`src/sv/cphs_pkg.sv`:
```
// ----------------------------------------------------------------------------
// Coprime hop step search: shared definitions
// Widths, ratio constants, state types and the request and response records
// exchanged between the search sequencer and its serial units.
// ----------------------------------------------------------------------------
package cphs_pkg;

	localparam int CountW   = 8;
	localparam int BitCntW  = $clog2(CountW);
	localparam int RatioNum = 618;
	localparam int RatioDen = 1000;
	localparam int ProdW    = 18;
	localparam int ProdCntW = $clog2(ProdW);
	localparam int RemW     = 10;

	typedef logic [CountW-1:0] count_t;

	typedef enum logic [2:0] {
		S_IDLE,
		S_SCALE,
		S_UP,
		S_UP_GCD,
		S_DOWN,
		S_DOWN_GCD,
		S_NEXT,
		S_FINISH
	} search_state_t;

	typedef enum logic [1:0] {
		G_IDLE,
		G_TEST,
		G_DIV
	} gcd_state_t;

	typedef enum logic [1:0] {
		SC_IDLE,
		SC_RUN,
		SC_DONE
	} scale_state_t;

	typedef struct packed {
		logic   start;
		count_t cand;
		count_t n;
	} gcd_req_t;

	typedef struct packed {
		logic done;
		logic coprime;
	} gcd_rsp_t;

	typedef struct packed {
		logic   done;
		count_t target;
	} scale_rsp_t;

endpackage

```
`src/sv/cphs_scale.sv`:
```
// ----------------------------------------------------------------------------
// Coprime hop step search: start point unit
// Forms N*618 and divides it by 1000 one quotient bit per cycle with a
// restoring divider, then substitutes N/2 when the quotient is below two.
// ----------------------------------------------------------------------------
module cphs_scale import cphs_pkg::*; (
	input  logic       clk,
	input  logic       arst_n,
	input  logic       start,
	input  count_t     n,
	output scale_rsp_t rsp
);

	scale_state_t          state_q;
	scale_state_t          state_d;
	logic [ProdW-1:0]      sh_q;
	logic [RemW-1:0]       rem_q;
	count_t                quo_q;
	count_t                n_q;
	logic [ProdCntW-1:0]   cnt_q;
	logic [RemW:0]         rem_ext;
	logic                  ge;
	logic [RemW-1:0]       rem_new;
	logic                  last;

	assign rem_ext = {rem_q, sh_q[ProdW-1]};
	assign ge      = rem_ext >= (RemW+1)'(RatioDen);
	assign rem_new = ge ? RemW'(rem_ext - (RemW+1)'(RatioDen)) : rem_ext[RemW-1:0];
	assign last    = cnt_q == ProdCntW'(ProdW - 1);

	always_comb begin
		state_d = state_q;
		unique case (state_q)
			SC_IDLE: if (start) state_d = SC_RUN;
			SC_RUN:  if (last) state_d = SC_DONE;
			SC_DONE: state_d = SC_IDLE;
			default: state_d = SC_IDLE;
		endcase
	end

	always_comb begin
		rsp.done   = 1'b0;
		rsp.target = quo_q;
		unique case (state_q)
			SC_DONE: begin
				rsp.done = 1'b1;
				if (quo_q < count_t'(2)) begin
					rsp.target = n_q >> 1;
				end
			end
			default: rsp.done = 1'b0;
		endcase
	end

	always_ff @(posedge clk or negedge arst_n) begin
		if (!arst_n) begin
			state_q <= SC_IDLE;
			cnt_q   <= '0;
		end else begin
			state_q <= state_d;
			if (state_q == SC_IDLE) begin
				cnt_q <= '0;
			end else if (state_q == SC_RUN) begin
				cnt_q <= cnt_q + 1'b1;
			end
		end
	end

	always_ff @(posedge clk) begin
		if (state_q == SC_IDLE && start) begin
			n_q   <= n;
			sh_q  <= ProdW'(n * RatioNum);
			rem_q <= '0;
			quo_q <= '0;
		end else if (state_q == SC_RUN) begin
			sh_q  <= sh_q << 1;
			rem_q <= rem_new;
			quo_q <= {quo_q[CountW-2:0], ge};
		end
	end

endmodule

```
`src/sv/cphs_gcd.sv`:
```
// ----------------------------------------------------------------------------
// Coprime hop step search: serial Euclid unit
// Runs Euclid's remainder loop on a candidate and N, each remainder taken by
// a restoring divider that consumes one dividend bit per cycle.
// ----------------------------------------------------------------------------
module cphs_gcd import cphs_pkg::*; (
	input  logic     clk,
	input  logic     arst_n,
	input  gcd_req_t req,
	output gcd_rsp_t rsp
);

	gcd_state_t          state_q;
	gcd_state_t          state_d;
	count_t              x_q;
	count_t              y_q;
	count_t              rem_q;
	count_t              sh_q;
	logic [BitCntW-1:0]  cnt_q;
	logic [CountW:0]     rem_ext;
	logic                ge;
	count_t              rem_new;
	logic                last;

	assign rem_ext = {rem_q, sh_q[CountW-1]};
	assign ge      = rem_ext >= {1'b0, y_q};
	assign rem_new = ge ? CountW'(rem_ext - {1'b0, y_q}) : rem_ext[CountW-1:0];
	assign last    = cnt_q == BitCntW'(CountW - 1);

	always_comb begin
		state_d = state_q;
		unique case (state_q)
			G_IDLE: if (req.start) state_d = G_TEST;
			G_TEST: state_d = (y_q == '0) ? G_IDLE : G_DIV;
			G_DIV:  if (last) state_d = G_TEST;
			default: state_d = G_IDLE;
		endcase
	end

	always_comb begin
		rsp.done    = 1'b0;
		rsp.coprime = x_q == count_t'(1);
		unique case (state_q)
			G_TEST:  rsp.done = y_q == '0;
			default: rsp.done = 1'b0;
		endcase
	end

	always_ff @(posedge clk or negedge arst_n) begin
		if (!arst_n) begin
			state_q <= G_IDLE;
			cnt_q   <= '0;
		end else begin
			state_q <= state_d;
			if (state_q == G_DIV) begin
				cnt_q <= cnt_q + 1'b1;
			end else begin
				cnt_q <= '0;
			end
		end
	end

	always_ff @(posedge clk) begin
		unique case (state_q)
			G_IDLE: begin
				if (req.start) begin
					x_q <= req.cand;
					y_q <= req.n;
				end
			end
			G_TEST: begin
				sh_q  <= x_q;
				rem_q <= '0;
			end
			G_DIV: begin
				sh_q  <= sh_q << 1;
				rem_q <= rem_new;
				if (last) begin
					x_q <= y_q;
					y_q <= rem_new;
				end
			end
			default: begin
				sh_q <= sh_q;
			end
		endcase
	end

endmodule

```
`src/sv/coprime_hop_step_search_top.sv`:
```
// ----------------------------------------------------------------------------
// Coprime hop step search: top level
// Returns a hop step coprime to the channel count, searched outwards from
// about 0.618 times the count.
// ----------------------------------------------------------------------------
// One item is in work at a time. A channel count of zero or one skips the
// search. Otherwise the start point unit runs first, and each candidate
// then costs bookkeeping states plus one gcd, which runs one serial
// division for every Euclid remainder step. Up to 2N candidates may be
// tried. The serial divider inside the gcd unit sets the pace. A finished
// result sits in an output register, and the next channel count can be
// taken while it waits for its transfer.
module coprime_hop_step_search_top import cphs_pkg::*; (
	input  logic   clk,
	input  logic   arst_n,
	input  logic   in_valid,
	output logic   in_ready,
	input  count_t channel_count,
	output logic   out_valid,
	input  logic   out_ready,
	output count_t hop_step
);

	search_state_t state_q;
	search_state_t state_d;
	count_t        n_q;
	count_t        target_q;
	count_t        off_q;
	count_t        cand_q;
	count_t        result_q;
	count_t        hop_step_q;
	logic          out_valid_q;

	logic          accept;
	logic          scale_start;
	scale_rsp_t    scale_rsp;
	gcd_req_t      gcd_req;
	gcd_rsp_t      gcd_rsp;
	logic          load;
	logic [CountW:0] up_sum;
	count_t        down_val;
	logic          up_ok;
	logic          down_ok;
	logic          off_last;

	assign up_sum   = {1'b0, target_q} + {1'b0, off_q};
	assign up_ok    = up_sum < {1'b0, n_q};
	assign down_val = target_q - off_q;
	assign down_ok  = (target_q >= off_q) && (down_val > count_t'(1));
	assign off_last = ({1'b0, off_q} + 1'b1) == {1'b0, n_q};
	assign accept   = in_valid && in_ready;

	cphs_scale u_scale (
		.clk    (clk),
		.arst_n (arst_n),
		.start  (scale_start),
		.n      (channel_count),
		.rsp    (scale_rsp)
	);

	cphs_gcd u_gcd (
		.clk    (clk),
		.arst_n (arst_n),
		.req    (gcd_req),
		.rsp    (gcd_rsp)
	);

	always_comb begin
		state_d = state_q;
		unique case (state_q)
			S_IDLE: begin
				if (in_valid) begin
					state_d = (channel_count <= count_t'(1)) ? S_FINISH : S_SCALE;
				end
			end
			S_SCALE:    if (scale_rsp.done) state_d = S_UP;
			S_UP:       state_d = up_ok ? S_UP_GCD : S_DOWN;
			S_UP_GCD:   if (gcd_rsp.done) state_d = gcd_rsp.coprime ? S_FINISH : S_DOWN;
			S_DOWN:     state_d = down_ok ? S_DOWN_GCD : S_NEXT;
			S_DOWN_GCD: if (gcd_rsp.done) state_d = gcd_rsp.coprime ? S_FINISH : S_NEXT;
			S_NEXT:     state_d = off_last ? S_FINISH : S_UP;
			S_FINISH:   if (!out_valid_q || out_ready) state_d = S_IDLE;
			default:    state_d = S_IDLE;
		endcase
	end

	always_comb begin
		in_ready      = 1'b0;
		scale_start   = 1'b0;
		gcd_req.start = 1'b0;
		gcd_req.cand  = up_sum[CountW-1:0];
		gcd_req.n     = n_q;
		load          = 1'b0;
		unique case (state_q)
			S_IDLE: begin
				in_ready    = 1'b1;
				scale_start = in_valid && (channel_count > count_t'(1));
			end
			S_UP: gcd_req.start = up_ok;
			S_DOWN: begin
				gcd_req.start = down_ok;
				gcd_req.cand  = down_val;
			end
			S_FINISH: load = !out_valid_q || out_ready;
			default: in_ready = 1'b0;
		endcase
	end

	always_ff @(posedge clk or negedge arst_n) begin
		if (!arst_n) begin
			state_q     <= S_IDLE;
			out_valid_q <= 1'b0;
		end else begin
			state_q <= state_d;
			if (load) begin
				out_valid_q <= 1'b1;
			end else if (out_ready) begin
				out_valid_q <= 1'b0;
			end
		end
	end

	always_ff @(posedge clk) begin
		if (accept) begin
			n_q      <= channel_count;
			result_q <= count_t'(1);
		end
		if (state_q == S_SCALE && scale_rsp.done) begin
			target_q <= scale_rsp.target;
			off_q    <= '0;
		end
		if (gcd_req.start) begin
			cand_q <= gcd_req.cand;
		end
		if ((state_q == S_UP_GCD || state_q == S_DOWN_GCD) && gcd_rsp.done
				&& gcd_rsp.coprime) begin
			result_q <= cand_q;
		end
		if (state_q == S_NEXT) begin
			if (off_last) begin
				result_q <= count_t'(1);
			end else begin
				off_q <= off_q + 1'b1;
			end
		end
		if (load) begin
			hop_step_q <= result_q;
		end
	end

	assign out_valid = out_valid_q;
	assign hop_step  = hop_step_q;

	a_step_nonzero: assert property (@(posedge clk) disable iff (!arst_n)
		out_valid |-> hop_step != '0)
		else $error("hop step of zero offered");

	a_offset_range: assert property (@(posedge clk) disable iff (!arst_n)
		(state_q == S_UP || state_q == S_DOWN) |-> off_q < n_q)
		else $error("search offset reached the channel count");

	a_accept_busy: assert property (@(posedge clk) disable iff (!arst_n)
		accept |=> state_q != S_IDLE)
		else $error("accepted channel count left the sequencer idle");

	a_load_valid: assert property (@(posedge clk) disable iff (!arst_n)
		load |=> out_valid && hop_step == $past(result_q))
		else $error("finished result not presented");

endmodule
```
`config.mk`:
```
export PLATFORM = sky130hd
export DESIGN_NAME = coprime_hop_step_search_top
export DESIGN_NICKNAME = d
export VERILOG_FILES = /design/src/sv/cphs_pkg.sv /design/src/sv/cphs_scale.sv /design/src/sv/cphs_gcd.sv /design/src/sv/coprime_hop_step_search_top.sv
export SDC_FILE = /design/constraint.sdc
export NUM_CORES = 1
export LEC_CHECK = 0
export BUFFER_PORTS_ARGS = -buffer_cell sky130_fd_sc_hd__buf_2
export CAP_MARGIN = 20
export CORE_ASPECT_RATIO = 1.4
export CORE_UTILIZATION = 50
export DETAILED_ROUTE_END_ITERATION = 10
export PLACE_DENSITY = 0.74
export SYNTH_ARGS = -nofsm -noshare
export SYNTH_HDL_FRONTEND = slang
export SYNTH_SLANG_ARGS = --single-unit
```
`constraint.sdc`:
```
create_clock -name clk -period 4.8 [get_ports clk]
set_clock_uncertainty 0.15 [all_clocks]
set_input_delay 1.2 -clock clk [delete_from_list [all_inputs] [get_ports clk]]
set_output_delay 1.2 -clock clk [all_outputs]
set_load 0.01 [all_outputs]
```
==> results.md <==
- Outcome: finished with violations
- Failing checks: design-rule violations
- Largest delay share family, worst path: adder cells
- CTS Root Cell: clkbuf_16
- Input/output buffers: 21
- Post-Syn Area: 8490 um^2
- Final setup fails: 0
- Seq/Total Area, Yosys: 43.9%
- Finished Layout Cells: 1079
- Clock Tree Buf Depth: 2
- Num rows: 56
- Ys async rst share: 11.6%
- Max Clock Freq: 0.217 GHz
- Synthesized net count: 940
- Cells after DPL: 1047
- First-pass GRT wire length: 29300 um
- Global-route usage over all layers: 21.7%
- Post-Synth XOR/XNOR Area: 4.02%
- Commonest non-fill, non-tap cells in the layout: ha_1, edfxtp_1, nand2_1
- Largest net degree at the start of global routing: 42
- Grt ovf: 0
- CP max stage delay: 0.50 ns
- CP most frequent cell: ha_1
- Fin. Hold Viols: 0
- HP Start: result_q[7]
- Fraction of layout cells with a size suffix above 1: 11.9%
- Starting Density: 50.9%
- Critical-path cell list: buf_2 > ha_1 > ha_1 > inv_1 > fa_1 > inv_1 > fa_1 > ha_1 > a21o_1 > a21o_1 > a2111oi_2 > nor3_1 > o211a_1 > o21ai_0 > a31oi_1
- Final Critical Period: 4.61 ns
- Crit Path Max Fanout: 3
- Mean post-synth cell area: 10.3 um^2
- Startpoint class of the critical path: primary input
- CP Capture Type: register
- H-tree levels: 4
- Post-synth EDFFs: 88
- Core area: 16700 um^2
- Clk slew on worst S/H paths: 0.06 ns
- Post-synthesis cell count: 826
- Synthesis-stage register bit count: 138
- Rel. slew slack: 32.7%
- Total CTS buffers: 17
- YS warnings: 0
- CP Data Required Time: 4.79 ns
- CTS tree: done
- Hold crit path type: register to register
- Synth-to-Final Area Change: 11.7%
- Worst Tran Pin Value: 1.01 ns
- # diodes: 0
- Synth cell types: 74
- Die span in y: 156 um
- WHS: 0.273 ns
- First-pass DRT Iterations: 7
- WL per Instance: 16.4 um
- Final net count: 977
- Worst Path Arrival: 4.60 ns
- Max-slew violation count: 0
- Top-Level Pins: 22
- Clock Sinks: 138
- Vias per inst: 5.66
- Compound-cell area share of the yosys netlist: 14.3%
- Area of the die: 17500 um^2
- Synth Flop Type: edfxtp_1
- Largest family of logic cells by synthesized area: adder cells
- Hpwl dp: 13300 um
- Post-synthesis mux area share: 3.09%
- Fin Setup TNS: 0 ns
- Iteration-0 DRC Markers: 262
- Critical Path Slowest Stage Cell: fa_1
- Initial antenna violation count: 0
- Die W: 112 um
- Final Wtd Congestion: 0.848
- Most common cell after layout, fill and taps aside: ha_1
- Vias in the first global route: 6222
- FF-to-FF Start: off_q[1]
- Vias: 6103
- Final wirelength: 17700 um
- Pleak: 0.00400 uW
- Pwr dens: 312 nW/um^2
- Adder-cell share of the synthesized area: 16.2%
- Tot Pwr: 2960 uW
- Post-Synth Simple-Gate Area: 14.2%
- Worst path bufs/invs: 3
- RSZ-0062 raised after global routing: false
- Setup CP Type: primary input to register
- Post-CTS Setup Inserts: 0
- Period utilization: 96.0%
- Post-DRT Antenna Nets: 0
- Peak VDD IR: 0.229 mV
- Clk Latency, worst-skew pair: 0.43 ns
- MaxCap Viol Count: 0
- Fill cells: 1402
- CP startpoint: channel_count[2]
- DRC violations left: 2
## path summary, 6_finish.rpt
path	endpoint	slack (ns)	depth (start not counted)
max	u_scale.sh_q[17]	0.19	15
min	hop_step[7]	0.27	0
max reg2reg	u_gcd.x_q[0]	0.37	18
min reg2reg	hop_step[7]	0.27	0
max in group asynchronous	u_scale.cnt_q[4]	3.66	1
min in group asynchronous	state_q[0]	0.55	1
## cells in the mapped netlist (4+ instances only)
cell type   n  area (um^2)
ha_1       89         1110
mux2_2     14          158
o21a_1      8         60.1
xnor2_1    21          184
dfxtp_1    34          681
inv_1      64          240
buf_2       4         20.0
o311ai_0    4         35.0
nand2b_1    7         43.8
nor4_1      6         37.5
nor3b_1     8         60.1
edfxtp_1   88         2640
a31oi_1     6         37.5
dfrtp_1    16          400
and2_1      6         37.5
o31ai_1     7         52.6
o21ai_0    48          240
nand4_1     4         25.0
clkbuf_1   16         60.1
or3_1       5         31.3
fa_1       13          260
nand2_1    84          315
xor2_1     18          158
nand3_1    19         95.1
nor2b_1     8         50.1
nor3_1     22          110
a21oi_1    39          195
nor2_1     61          229
o211ai_1    5         37.5
a22o_1      4         35.0
a21o_1     22          165
or2_2       4         25.0
mux2i_1     9         90.1
## repair_timing
action | CTS | global route
endpoints found under the hold margin | 0 | 0
hold buffers | 0 | 0
endpoints found under the setup margin | 0 | 1
resized for setup | 0 | 1
## routing by layer
| metal | GRT usage [%] | vias up | share of wire (%) |
|---|---|---|---|
| li1 | - | 3036 | - |
| met1 | 21.9 | 2901 | 39 |
| met2 | 40.5 | 107 | 53 |
| met3 | 4.16 | 59 | 2.7 |
| met4 | 14.7 | 0 | 5.4 |
| met5 | 0 | - | 0 |
## worst register-to-register path: stages (launching register included)
cell      delay (ns)
dfxtp_1         0.53
inv_1           0.12
ha_1            0.32
nand2b_1        0.15
a21oi_1         0.19
o21bai_1        0.09
a21o_1          0.22
a21oi_1         0.17
xor2_1          0.33
inv_1           0.08
ha_1            0.19
nor3_1          0.25
nand2_1         0.08
o21ai_0         0.20
o211ai_1        0.21
o31a_1          0.37
o41ai_4         0.07
o21a_1          0.18
buf_4           0.23
## where the power goes
| part | internal, uW | switching [uW] |
|---|---|---|
| sequential | 1250 | 0.0000000000000147 |
| combinational | 213 | 239 |
| clock | 769 | 487 |
| total | 2230 | 726 |
## sequential cells by signal, summed over array words and instances, names as in the netlist, 8 cells and up
register	flops
u_gcd.sh_q	8
u_gcd.rem_q	8
u_scale.rem_q	10
n_q	8
hop_step	8
off_q	8
u_scale.sh_q	17
cand_q	8
u_scale.quo_q	8
u_gcd.y_q	8
target_q	8
result_q	8
u_gcd.x_q	8
## final cells by class
type / instances / area, um^2 / area share, %
clock inverters: 11 / 92.6 / 0.976
well taps: 203 / 254 / 2.68
multi-input cells: 597 / 4420 / 46.6
repair buffers: 42 / 263 / 2.77
flip-flops and latches: 138 / 3720 / 39.3
inverters: 67 / 251 / 2.65
clock buffers: 21 / 483 / 5.09
## through the flow
step	instance area [um^2]	util, %	worst slack, ns
global placement	8900	53.4	-0.168
floorplan	8500	-	0.0105
detailed placement	8900	53.4	-0.292
finish	9480	56.9	0.192
global route	9480	56.9	0.00537
CTS	9480	56.8	0.160
## logic make-up after synthesis
| family | Yosys count |
|---|---|
| compound gates | 181 |
| xor+xnor | 39 |
| fa+ha+maj | 102 |
| buf+inv | 91 |
| flops | 138 |
| mux | 24 |
| simple gates | 251 |
(Power assumes the default switching activity.)
